`src/hdl/spac_pkg.sv`:
```
`default_nettype none

package spac_pkg;

    // Default widths for the sample and per-phase counter
    localparam int SAMPLE_WIDTH_DEF = 16;
    localparam int COUNT_WIDTH_DEF  = 12;

    // Fixed register widths
    localparam int WINDOW_WIDTH    = 15;
    localparam int LIMIT_WIDTH     = 32;
    localparam int CFG_INDEX_WIDTH = 2;
    localparam int PHASE_WIDTH     = 3;

    // Register reset values
    localparam logic [WINDOW_WIDTH-1:0] WINDOW_LOW_RESET  = 15'd8028;
    localparam logic [WINDOW_WIDTH-1:0] WINDOW_HIGH_RESET = 15'd8684;
    localparam logic [LIMIT_WIDTH-1:0]  MAG_LIMIT_RESET   = 32'd75430363;
    localparam int                      SAMPLES_RESET     = 900;

    // Phase reached after the sixth orientation
    localparam logic [PHASE_WIDTH-1:0] DONE_PHASE = 3'd6;

    // Configuration register indexes
    typedef enum logic [CFG_INDEX_WIDTH-1:0] {
        CFG_WINDOW_LOW,
        CFG_WINDOW_HIGH,
        CFG_MAG_LIMIT,
        CFG_SAMPLES
    } cfg_index_t;

endpackage

`default_nettype wire

```
`src/hdl/six_position_accel_calibration_collector.sv`:
```
`default_nettype none

// Channel   Direction  Handshake             Payload
// in        to block   in_valid / in_stall   accel_x, accel_y, accel_z
// out       from block out_valid / out_stall accepted, phase_index, phase_complete,
//                                            average_x/y/z, all_complete
// cfg       to block   cfg_valid / cfg_ready cfg_index, cfg_data
//
// One item at a time. A plain item passes from acceptance to the load of the
// output register through three passes of the shared squarer (square, then
// accumulate), a check step and a load step; the next item is taken after the
// load. An item that finishes a phase adds three divisions on the shared
// serial divider and a step that advances the phase. Items after the sixth
// phase go straight to the load step.
// in_stall is high from acceptance until the result is loaded; the output
// register lets a new item be taken while the previous result waits.
// Reset clears the phase, count and sums and loads the register defaults.
module six_position_accel_calibration_collector
    import spac_pkg::*;
#(
    parameter int SAMPLE_WIDTH = SAMPLE_WIDTH_DEF,
    parameter int COUNT_WIDTH  = COUNT_WIDTH_DEF
)
(
    input  wire logic                           clk,
    input  wire logic                           rst_n,

    input  wire logic                           in_valid,
    output logic                                in_stall,
    input  wire logic signed [SAMPLE_WIDTH-1:0] accel_x,
    input  wire logic signed [SAMPLE_WIDTH-1:0] accel_y,
    input  wire logic signed [SAMPLE_WIDTH-1:0] accel_z,

    output logic                                out_valid,
    input  wire logic                           out_stall,
    output logic                                accepted,
    output logic             [PHASE_WIDTH-1:0]  phase_index,
    output logic                                phase_complete,
    output logic signed      [SAMPLE_WIDTH-1:0] average_x,
    output logic signed      [SAMPLE_WIDTH-1:0] average_y,
    output logic signed      [SAMPLE_WIDTH-1:0] average_z,
    output logic                                all_complete,

    input  wire logic                           cfg_valid,
    output logic                                cfg_ready,
    input  wire logic        [CFG_INDEX_WIDTH-1:0] cfg_index,
    input  wire logic        [LIMIT_WIDTH-1:0]  cfg_data
);

    localparam int SUM_W = SAMPLE_WIDTH + COUNT_WIDTH;
    localparam int MAG_W = 2 * SAMPLE_WIDTH;
    localparam int CMP_W = (MAG_W > LIMIT_WIDTH) ? MAG_W : LIMIT_WIDTH;
    localparam int WIN_W = ((SAMPLE_WIDTH > WINDOW_WIDTH) ? SAMPLE_WIDTH : WINDOW_WIDTH) + 2;

    typedef enum logic [2:0] {
        S_IDLE,
        S_SQUARE,
        S_ACCUM,
        S_CHECK,
        S_DIV_START,
        S_DIV_WAIT,
        S_FINISH,
        S_EMIT
    } state_t;

    // Configuration registers
    logic [WINDOW_WIDTH-1:0] win_low_reg;
    logic [WINDOW_WIDTH-1:0] win_high_reg;
    logic [LIMIT_WIDTH-1:0]  mag_limit_reg;
    logic [COUNT_WIDTH-1:0]  samples_reg;

    // Sequencer and working state
    state_t                         state_reg;
    logic signed [SAMPLE_WIDTH-1:0] x_reg;
    logic signed [SAMPLE_WIDTH-1:0] y_reg;
    logic signed [SAMPLE_WIDTH-1:0] z_reg;
    logic [1:0]                     step_reg;
    logic [MAG_W-1:0]               prod_reg;
    logic [MAG_W-1:0]               mag_reg;
    logic signed [SUM_W-1:0]        sum_x_reg;
    logic signed [SUM_W-1:0]        sum_y_reg;
    logic signed [SUM_W-1:0]        sum_z_reg;
    logic [COUNT_WIDTH-1:0]         count_reg;
    logic [PHASE_WIDTH-1:0]         phase_reg;
    logic [1:0]                     div_axis_reg;

    // Result being built
    logic                           res_accepted_reg;
    logic [PHASE_WIDTH-1:0]         res_phase_reg;
    logic                           res_complete_reg;
    logic signed [SAMPLE_WIDTH-1:0] res_avg_x_reg;
    logic signed [SAMPLE_WIDTH-1:0] res_avg_y_reg;
    logic signed [SAMPLE_WIDTH-1:0] res_avg_z_reg;
    logic                           res_all_reg;

    // Output register
    logic                           out_valid_reg;
    logic                           out_accepted_reg;
    logic [PHASE_WIDTH-1:0]         out_phase_reg;
    logic                           out_complete_reg;
    logic signed [SAMPLE_WIDTH-1:0] out_avg_x_reg;
    logic signed [SAMPLE_WIDTH-1:0] out_avg_y_reg;
    logic signed [SAMPLE_WIDTH-1:0] out_avg_z_reg;
    logic                           out_all_reg;

    // Combinational helpers
    logic signed [SAMPLE_WIDTH-1:0] sq_op;
    logic signed [MAG_W-1:0]        sq_full;
    logic signed [SAMPLE_WIDTH-1:0] axis_sel;
    logic signed [WIN_W-1:0]        axis_w;
    logic signed [WIN_W-1:0]        lo_w;
    logic signed [WIN_W-1:0]        hi_w;
    logic                           win_ok;
    logic                           mag_ok;
    logic                           sample_ok;
    logic [COUNT_WIDTH-1:0]         count_inc;
    logic [COUNT_WIDTH-1:0]         target;
    logic                           reach;
    logic [PHASE_WIDTH-1:0]         phase_inc;
    logic signed [SUM_W-1:0]        div_dividend;
    logic                           div_start;
    logic                           div_done;
    logic [SAMPLE_WIDTH-1:0]        div_quotient;

    // Configuration port: always ready
    assign cfg_ready = 1'b1;

    always_ff @(posedge clk or negedge rst_n)
    begin
        if (!rst_n)
        begin
            win_low_reg   <= WINDOW_LOW_RESET;
            win_high_reg  <= WINDOW_HIGH_RESET;
            mag_limit_reg <= MAG_LIMIT_RESET;
            samples_reg   <= COUNT_WIDTH'(SAMPLES_RESET);
        end
        else if (cfg_valid)
        begin
            case (cfg_index_t'(cfg_index))
                CFG_WINDOW_LOW:  win_low_reg   <= cfg_data[WINDOW_WIDTH-1:0];
                CFG_WINDOW_HIGH: win_high_reg  <= cfg_data[WINDOW_WIDTH-1:0];
                CFG_MAG_LIMIT:   mag_limit_reg <= cfg_data;
                CFG_SAMPLES:     samples_reg   <= cfg_data[COUNT_WIDTH-1:0];
                default:         ;
            endcase
        end
    end

    // Shared squarer operand
    always_comb
    begin
        case (step_reg)
            2'd0:    sq_op = x_reg;
            2'd1:    sq_op = y_reg;
            default: sq_op = z_reg;
        endcase
    end

    assign sq_full = sq_op * sq_op;

    // Axis under test for the current phase
    always_comb
    begin
        case (phase_reg[2:1])
            2'd0:    axis_sel = x_reg;
            2'd1:    axis_sel = y_reg;
            default: axis_sel = z_reg;
        endcase
    end

    // Window test: (lo, hi) for up, (-hi, -lo) for down
    assign axis_w = WIN_W'(axis_sel);
    assign lo_w   = $signed(WIN_W'(win_low_reg));
    assign hi_w   = $signed(WIN_W'(win_high_reg));
    assign win_ok = phase_reg[0] ? ((axis_w < -lo_w) && (axis_w > -hi_w))
                                 : ((axis_w > lo_w) && (axis_w < hi_w));

    assign mag_ok    = (CMP_W'(mag_reg) < CMP_W'(mag_limit_reg));
    assign sample_ok = win_ok && mag_ok;

    // Phase completion: a zero setting counts as one
    assign count_inc = count_reg + 1'b1;
    assign target    = (samples_reg == '0) ? COUNT_WIDTH'(1) : samples_reg;
    assign reach     = (count_inc >= target);
    assign phase_inc = phase_reg + 1'b1;

    // Divider input
    always_comb
    begin
        case (div_axis_reg)
            2'd0:    div_dividend = sum_x_reg;
            2'd1:    div_dividend = sum_y_reg;
            default: div_dividend = sum_z_reg;
        endcase
    end

    assign div_start = (state_reg == S_DIV_START);

    spac_divider #(
        .DVD_W (SUM_W),
        .DVS_W (COUNT_WIDTH),
        .QUO_W (SAMPLE_WIDTH)
    ) u_divider (
        .clk      (clk),
        .rst_n    (rst_n),
        .start    (div_start),
        .dividend (div_dividend),
        .divisor  (count_reg),
        .done     (div_done),
        .quotient (div_quotient)
    );

    // Sequencer
    always_ff @(posedge clk or negedge rst_n)
    begin
        if (!rst_n)
        begin
            state_reg        <= S_IDLE;
            x_reg            <= '0;
            y_reg            <= '0;
            z_reg            <= '0;
            step_reg         <= '0;
            prod_reg         <= '0;
            mag_reg          <= '0;
            sum_x_reg        <= '0;
            sum_y_reg        <= '0;
            sum_z_reg        <= '0;
            count_reg        <= '0;
            phase_reg        <= '0;
            div_axis_reg     <= '0;
            res_accepted_reg <= 1'b0;
            res_phase_reg    <= '0;
            res_complete_reg <= 1'b0;
            res_avg_x_reg    <= '0;
            res_avg_y_reg    <= '0;
            res_avg_z_reg    <= '0;
            res_all_reg      <= 1'b0;
            out_valid_reg    <= 1'b0;
            out_accepted_reg <= 1'b0;
            out_phase_reg    <= '0;
            out_complete_reg <= 1'b0;
            out_avg_x_reg    <= '0;
            out_avg_y_reg    <= '0;
            out_avg_z_reg    <= '0;
            out_all_reg      <= 1'b0;
        end
        else
        begin
            // Result taken downstream; a reload in S_EMIT keeps it valid
            if (out_valid_reg && !out_stall && (state_reg != S_EMIT))
            begin
                out_valid_reg <= 1'b0;
            end

            case (state_reg)
                S_IDLE:
                begin
                    if (in_valid)
                    begin
                        x_reg         <= accel_x;
                        y_reg         <= accel_y;
                        z_reg         <= accel_z;
                        step_reg      <= '0;
                        mag_reg       <= '0;
                        res_avg_x_reg <= '0;
                        res_avg_y_reg <= '0;
                        res_avg_z_reg <= '0;
                        if (phase_reg >= DONE_PHASE)
                        begin
                            // Finished: reject without touching phase, count or sums
                            res_accepted_reg <= 1'b0;
                            res_phase_reg    <= DONE_PHASE;
                            res_complete_reg <= 1'b0;
                            res_all_reg      <= 1'b1;
                            state_reg        <= S_EMIT;
                        end
                        else
                        begin
                            state_reg <= S_SQUARE;
                        end
                    end
                end

                S_SQUARE:
                begin
                    prod_reg  <= sq_full;
                    state_reg <= S_ACCUM;
                end

                S_ACCUM:
                begin
                    mag_reg <= mag_reg + prod_reg;
                    if (step_reg == 2'd2)
                    begin
                        state_reg <= S_CHECK;
                    end
                    else
                    begin
                        step_reg  <= step_reg + 1'b1;
                        state_reg <= S_SQUARE;
                    end
                end

                S_CHECK:
                begin
                    res_accepted_reg <= sample_ok;
                    res_phase_reg    <= phase_reg;
                    res_complete_reg <= 1'b0;
                    res_all_reg      <= 1'b0;
                    state_reg        <= S_EMIT;
                    if (sample_ok)
                    begin
                        sum_x_reg <= sum_x_reg + SUM_W'(x_reg);
                        sum_y_reg <= sum_y_reg + SUM_W'(y_reg);
                        sum_z_reg <= sum_z_reg + SUM_W'(z_reg);
                        count_reg <= count_inc;
                        if (reach)
                        begin
                            res_complete_reg <= 1'b1;
                            div_axis_reg     <= '0;
                            state_reg        <= S_DIV_START;
                        end
                    end
                end

                S_DIV_START:
                begin
                    state_reg <= S_DIV_WAIT;
                end

                S_DIV_WAIT:
                begin
                    if (div_done)
                    begin
                        case (div_axis_reg)
                            2'd0:    res_avg_x_reg <= div_quotient;
                            2'd1:    res_avg_y_reg <= div_quotient;
                            default: res_avg_z_reg <= div_quotient;
                        endcase
                        if (div_axis_reg == 2'd2)
                        begin
                            state_reg <= S_FINISH;
                        end
                        else
                        begin
                            div_axis_reg <= div_axis_reg + 1'b1;
                            state_reg    <= S_DIV_START;
                        end
                    end
                end

                S_FINISH:
                begin
                    sum_x_reg   <= '0;
                    sum_y_reg   <= '0;
                    sum_z_reg   <= '0;
                    count_reg   <= '0;
                    phase_reg   <= phase_inc;
                    res_all_reg <= (phase_inc >= DONE_PHASE);
                    state_reg   <= S_EMIT;
                end

                S_EMIT:
                begin
                    // Load once the output register is free
                    if (!out_valid_reg || !out_stall)
                    begin
                        out_valid_reg    <= 1'b1;
                        out_accepted_reg <= res_accepted_reg;
                        out_phase_reg    <= res_phase_reg;
                        out_complete_reg <= res_complete_reg;
                        out_avg_x_reg    <= res_avg_x_reg;
                        out_avg_y_reg    <= res_avg_y_reg;
                        out_avg_z_reg    <= res_avg_z_reg;
                        out_all_reg      <= res_all_reg;
                        state_reg        <= S_IDLE;
                    end
                end

                default:
                begin
                    state_reg <= S_IDLE;
                end
            endcase
        end
    end

    assign in_stall       = (state_reg != S_IDLE);
    assign out_valid      = out_valid_reg;
    assign accepted       = out_accepted_reg;
    assign phase_index    = out_phase_reg;
    assign phase_complete = out_complete_reg;
    assign average_x      = out_avg_x_reg;
    assign average_y      = out_avg_y_reg;
    assign average_z      = out_avg_z_reg;
    assign all_complete   = out_all_reg;

endmodule

`default_nettype wire

```
`src/hdl/spac_divider.sv`:
```
`default_nettype none

// Restoring divider: signed dividend by unsigned divisor, one quotient bit
// per cycle, truncated toward zero. done pulses one cycle with the quotient.
module spac_divider
    import spac_pkg::*;
#(
    parameter int DVD_W = SAMPLE_WIDTH_DEF + COUNT_WIDTH_DEF,
    parameter int DVS_W = COUNT_WIDTH_DEF,
    parameter int QUO_W = SAMPLE_WIDTH_DEF
)
(
    input  wire logic                    clk,
    input  wire logic                    rst_n,
    input  wire logic                    start,
    input  wire logic signed [DVD_W-1:0] dividend,
    input  wire logic        [DVS_W-1:0] divisor,
    output logic                         done,
    output logic             [QUO_W-1:0] quotient
);

    localparam int CNT_W = $clog2(DVD_W + 1);

    logic             busy_reg;
    logic             done_reg;
    logic             neg_reg;
    logic [CNT_W-1:0] cnt_reg;
    logic [DVD_W-1:0] quo_reg;
    logic [DVS_W-1:0] rem_reg;
    logic [DVS_W-1:0] dvs_reg;
    logic [QUO_W-1:0] quotient_reg;

    logic [DVD_W-1:0] dvd_mag;
    logic [DVS_W:0]   trial;
    logic [DVS_W:0]   diff;
    logic             fits;
    logic [DVD_W-1:0] quo_neg;

    // Magnitude of the dividend
    assign dvd_mag = dividend[DVD_W-1] ? (~dividend + 1'b1) : dividend;

    // One restoring step: shift in the next dividend bit, try a subtract
    assign trial   = {rem_reg, quo_reg[DVD_W-1]};
    assign diff    = trial - {1'b0, dvs_reg};
    assign fits    = (trial >= {1'b0, dvs_reg});
    assign quo_neg = ~quo_reg + 1'b1;

    always_ff @(posedge clk or negedge rst_n)
    begin
        if (!rst_n)
        begin
            busy_reg     <= 1'b0;
            done_reg     <= 1'b0;
            neg_reg      <= 1'b0;
            cnt_reg      <= '0;
            quo_reg      <= '0;
            rem_reg      <= '0;
            dvs_reg      <= '0;
            quotient_reg <= '0;
        end
        else if (start)
        begin
            busy_reg <= 1'b1;
            done_reg <= 1'b0;
            neg_reg  <= dividend[DVD_W-1];
            quo_reg  <= dvd_mag;
            rem_reg  <= '0;
            dvs_reg  <= divisor;
            cnt_reg  <= CNT_W'(DVD_W);
        end
        else if (busy_reg)
        begin
            if (cnt_reg != '0)
            begin
                quo_reg <= {quo_reg[DVD_W-2:0], fits};
                rem_reg <= fits ? diff[DVS_W-1:0] : trial[DVS_W-1:0];
                cnt_reg <= cnt_reg - 1'b1;
            end
            else
            begin
                // Restore the sign and keep the low bits
                busy_reg     <= 1'b0;
                done_reg     <= 1'b1;
                quotient_reg <= neg_reg ? quo_neg[QUO_W-1:0] : quo_reg[QUO_W-1:0];
            end
        end
        else
        begin
            done_reg <= 1'b0;
        end
    end

    assign done     = done_reg;
    assign quotient = quotient_reg;

endmodule

`default_nettype wire
```
`config.mk`:
```
export PLATFORM = sky130hd
export DESIGN_NAME = six_position_accel_calibration_collector
export DESIGN_NICKNAME = d
export VERILOG_FILES = /design/src/hdl/spac_pkg.sv /design/src/hdl/six_position_accel_calibration_collector.sv /design/src/hdl/spac_divider.sv
export SDC_FILE = /design/constraint.sdc
export NUM_CORES = 2
export LEC_CHECK = 0
export ABC_AREA = 0
export BUFFER_PORTS_ARGS = -buffer_cell sky130_fd_sc_hd__buf_2
export CAP_MARGIN = 5
export CORE_MARGIN = 4
export CORE_UTILIZATION = 35
export CTS_CLUSTER_SIZE = 40
export DETAILED_ROUTE_END_ITERATION = 12
export PLACE_DENSITY_LB_ADDON = 0.08
export SKIP_CTS_REPAIR_TIMING = 1
export SLEW_MARGIN = 20
export SYNTH_ARGS = -nofsm -noshare
export SYNTH_HDL_FRONTEND = slang
export SYNTH_HIERARCHICAL = 1
export SYNTH_SLANG_ARGS = --single-unit
```
`constraint.sdc`:
```
create_clock -name clk -period 16.7 [get_ports clk]
set_input_delay 2.505 -clock clk [delete_from_list [all_inputs] [get_ports clk]]
set_output_delay 2.505 -clock clk [all_outputs]
set_load 0.02 [all_outputs]
```
**Word level (Yosys, flattened, before mapping)**

Cells that the tools add are included.

- Flip-flop bits (word level): 477
- Input port bits: 87
- Output and inout port bits: 57

- Add/subtract/negate cells: 14
- $mul: 1
- $lt $le $gt $ge: 9
- Equality and inequality tests: 28
- Muxes and demuxes: 75
- Bitwise operators: 4
- Reduce and logical (&&, ||, !) cells: 43

Operators by type and width:

| operator | number |
|---|---|
| one-hot mux 28 bit (2 select lines) | 4 |
| two-way mux 28 bit | 7 |
| one-hot mux 16 bit (2 select lines) | 5 |
| two-way mux 16 bit | 8 |
| adder 28 x 16 -> 28 bit | 3 |
| two-way mux 12 bit | 6 |
| one-hot mux 32 bit (2 select lines) | 1 |
| negator 15 -> 18 bit | 2 |
| adder 32 bit | 1 |
| < comparator 32 bit | 1 |
| multiplier 16 x 16 -> 32 bit | 1 |
| two-way mux 32 bit | 1 |
| adder 28 x 1 -> 28 bit, second input constant | 1 |
| inverter 28 bit | 1 |
| one-hot mux 12 bit (2 select lines) | 1 |
| one-hot mux 3 bit (8 select lines) | 1 |
| two-way mux 2 bit | 10 |
| greater-than comparator 16 x 18 -> 1 bit | 1 |
| < comparator 16 x 18 -> 1 bit | 1 |
| two-way mux 3 bit | 6 |
| AND reduction 2 bit | 9 |
| adder 16 x 1 -> 16 bit, second input constant | 1 |
| greater-than comparator 16 bit | 1 |
| < comparator 16 bit | 1 |
| 37 further kinds | 100 |

**Logic depth before layout (Yosys ltp)**

- Word-level depth: 8
- Depth in mapped cells: 33
- Depth with buffers taken out: 30

**Hierarchy**

The synthesis kept the hierarchy.

Modules (own cells, without submodules):

| module | times used | cells an instance | area each (sq um) |
|---|---|---|---|
| six_position_accel_calibration_collector | 1 | 3687 | 33573.4 |
| spac_divider | 1 | 544 | 4695.8 |

**Least setup slack after synthesis**

OpenSTA, ideal clock, no wires.

- Path kind: reg-to-reg
- From: reg step_reg[0]
- To: reg prod_reg[31]
- Setup time: 134 ps
- Arrival: 7650 ps
- Data required time: 16566 ps
- Setup slack: 8916 ps
- Stages on the path, launching flop included: 30
- Path buffers: 4
- Period minus slack after synthesis: 7784 ps
- Path through: dfrtp_1 > inv_1 > ha_1 > clkbuf_1 > nor2_1 > clkbuf_1 > a21o_1 > clkbuf_1 > nand2_1 > fa_1 > inv_1 > fa_1 > fa_1 > fa_1 > fa_1 > inv_1 > fa_1 > inv_1 > ha_1 > clkbuf_1 > a21o_1 > a21o_1 > a21o_1 > a2111oi_0 > o21ai_0 > a31oi_1 > a21oi_1 > a21oi_1 > xnor2_1 > o21ai_0

- Word-level cells in the longest chain between the ends: 3
- Elaborated cells between the ends (all ways): 4
- Those cells by class: 1 x mul; 1 x eq/ne; 1 x mux; 1 x reduce/logical

Ends and longest elaborated chain:

| what | line | source |
|---|---|---|
| start, declared | six_position_accel_calibration_collector.sv:77 | `logic [1:0] step_reg;` |
| start signal, assigned | six_position_accel_calibration_collector.sv:299 | `step_reg <= step_reg + 1'b1;` |
| equality test 2 x 1 -> 1 bit or zero test 2 bit (tied branches) | six_position_accel_calibration_collector.sv:152 | `case (step_reg)` |
| one-hot mux 16 bit (2 select lines) (*) | six_position_accel_calibration_collector.sv:152 |  |
| multiplier 16 x 16 -> 32 bit (*) | six_position_accel_calibration_collector.sv:159 | `assign sq_full = sq_op * sq_op;` |
| end signal, assigned | six_position_accel_calibration_collector.sv:286 | `prod_reg <= sq_full;` |
| end, declared | six_position_accel_calibration_collector.sv:78 | `logic [MAG_W-1:0] prod_reg;` |

Mark *: on every way between the ends. The rest lies on a longest branch, timed or not.
A chain may end at the register's enable or synchronous reset.

**Worst setup path after layout**

- From: reg step_reg[1]
- To: reg prod_reg[30]

The elaborated chain is that of the path after synthesis.

==> impl_metrics.json <==
{
  "outcome": "finished, final reports clean",
  "grtUsageTotal_pct": 20.28,
  "cpMaxStageDelayCell": "a21oi_1",
  "worstSkewPairLatency_ns": 0.69,
  "gp_congestion": 0.8609,
  "max_clock_freq_ghz": 0.1080,
  "die_x_um": 338.7,
  "numPortBuffers": 142,
  "cts_root_buffer": "clkbuf_16",
  "clock_path_buffers": 3,
  "h-tree-depth": 2,
  "synthAdderAreaFrac_pct": 23.27,
  "hpwl_um": 89570,
  "core-area_um2": 108700,
  "num_io_pins": 144,
  "antenna_found_initial": 2,
  "finalSetupTns_ns": 0,
  "synth_ff_type": "dfrtp_1",
  "slew_viol_final": 0,
  "layout_commonest_cell": "nand2_1",
  "area_delta_synth_final_pct": 11.11,
  "dp_cells": 5671,
  "fin_crit_sh_pct": 55.44,
  "drive_gt1_share_pct": 10.99,
  "initialDrtViolationCount": 1577,
  "rsz0062_at_grt": "false",
  "fin_skew_ns": 0.05615,
  "cts_buffers": 59,
  "grt_start_max_net_pins": 144,
  "synth-seq-cells": 476,
  "yosysUniqueCellTypes": 87,
  "drt_pass1_iterations": 5,
  "yosysWarnings": 6,
  "overflow": 0,
  "max-cap-violations": 0,
  "setup_violations": 0,
  "drtAntennaViolNets": 0,
  "cts.sinks": 476,
  "netlist_area_um2": 38270,
  "clk_pin_slew_worst_paths_ns": 0.06,
  "core.rowCount": 121,
  "synth_edf_count": 0,
  "cp_data_arrival_time_ns": 9.82,
  "critical_path_required_ns": 17.26,
  "cpMostUsedCell": "inv_1",
  "yosysSeqAreaShare_pct": 31.25,
  "endpoint_kind": "register",
  "avgRoutedWirePerCell_um": 20.06,
  "hp-class": "register to register",
  "ys_async_sr_fraction_pct": 100.0,
  "worst_pin_slew_ns": 1.096,
  "n_fill_cell": 11170,
  "final_nets": 4974,
  "synth_compound_area_share_pct": 15.22,
  "finalHoldViolations": 0,
  "startpoint_type": "register",
  "avgSynthCellArea_um2": 9.045,
  "synth_top_family_by_area": "adder cells",
  "dieArea_um2": 114700,
  "syn_nets": 4887,
  "grt_pass1_wl_um": 183300,
  "yosys.area_share.simple_pct": 14.34,
  "fp.dieH_um": 338.7,
  "stdcell_count": 5781,
  "critPathMaxFanout": 19,
  "cts_tree": "done",
  "vias": 29760,
  "grt_pass1_vias": 30610,
  "layout_common_cells": "nand2_1 (597), inv_1 (501), dfrtp_1 (437)",
  "avgViaCountPerCell": 5.148,
  "fin_util_pct": 39.12,
  "drc": 0,
  "period_minus_slack_ns": 9.258,
  "syn-instance-count": 4231,
  "synthMuxAreaShare_pct": 4.424,
  "relSlewSlack_pct": 26.13,
  "routed_wl_um": 116000,
  "initial_core_util_pct": 35.21,
  "critical_path_class": "register to register",
  "critPathMaxStageDelay_ns": 0.85,
  "fin_hold_ws_ns": 0.4727,
  "synth_xor_area_share_pct": 4.852
}
synthesized netlist by cell type, types with 6 or more instances:
cell type  instances  area share [%]
or4_1              7            0.14
o41ai_1            9            0.21
buf_1             11            0.11
nand2b_1          29            0.47
nor3_1            41            0.54
nor4_1            16            0.26
o22ai_1            6           0.098
o21bai_1          26            0.51
inv_1            501             4.9
o21a_1            21            0.41
o31ai_1           30            0.59
o21ai_1            9            0.12
clkbuf_1         129             1.3
a21o_1           111             2.2
and3_1            41            0.67
mux2_2           121             3.6
o21ai_0          347             4.5
dfrtp_1          437              29
nor2b_1           28            0.46
nand2_1          599             5.9
and2_1            13            0.21
dfstp_2           39             2.7
buf_2             14            0.18
nand3_1          168             2.2
a31oi_1           29            0.47
a211o_1            9            0.21
nor2_1           187             1.8
xnor2_1          127             2.9
a22o_1            18            0.41
mux2i_1           33            0.86
nand4_1           36            0.59
a22oi_1           31            0.61
a31o_2             9            0.21
or3_1             14            0.23
ha_1             331              11
a21oi_1          189             2.5
o211ai_1          13            0.26
nor3b_1           10            0.20
xor2_1            85             1.9
a211oi_1          22            0.43
fa_1             238              12
through the flow:
step | setup WS [ns] | area [µm²]
finish | 7.442 | 42520
global placement | 7.573 | 40520
global route | 6.809 | 42520
floorplan | 8.916 | 38270
CTS | 7.292 | 42510
detailed placement | 7.382 | 40520
final cells by class:
cell class | instances | area, µm² | area share, %
antenna | 1 | 2.502 | 0.005885
clock buffer | 88 | 1715 | 4.034
clock inverter | 21 | 274.0 | 0.6444
inverter | 507 | 1903 | 4.476
multi-input combinational | 3090 | 23850 | 56.09
sequential | 476 | 11960 | 28.13
tap | 1414 | 1769 | 4.161
timing repair buffer | 184 | 1049 | 2.466
routing by layer:
metal	track usage, %	part of all wire [%]	up-vias	wire (µm)
met3	2.471	3.8	133	4380
met4	4.651	2.2	2	2506
met5	0	0.011	-	13
met2	33.66	47	482	54090
li1	-	-	14570	-
met1	28.37	47	14570	54980
worst paths after layout:
path | slack (ns) | from | endpoint | cells after the start
max in group asynchronous | 11.83 | rst_n | prod_reg[30] | 4
max | 7.44 | step_reg[1] | prod_reg[30] | 28
min | 0.47 | res_avg_x_reg[2] | res_avg_x_reg[2] | 2
max reg2reg | 7.44 | step_reg[1] | prod_reg[30] | 28
min reg2reg | 0.47 | res_avg_x_reg[2] | res_avg_x_reg[2] | 2
min in group asynchronous | 1.92 | rst_n | sum_z_reg[19] | 1
critical path, delay by kind of cell (launching register included):
kind / cells / cell delay, ns
adder cells (fa/ha/maj): 8 / 3.88
AO/OA/AOI/OAI: 10 / 2.89
buffers and inverters: 7 / 0.97
AND/OR/NAND/NOR: 3 / 0.97
flip-flops: 1 / 0.40
cells by family after synthesis:
group,after synthesis
compound gates,937
other cells,1
simple gates,1217
buf+inv,665
xor+xnor,212
flops,476
mux,154
fa+ha+maj,569
Power is left out: the tool's default activity adds up to more than one toggle a clock period on the data nets, which glitch-free logic cannot reach.
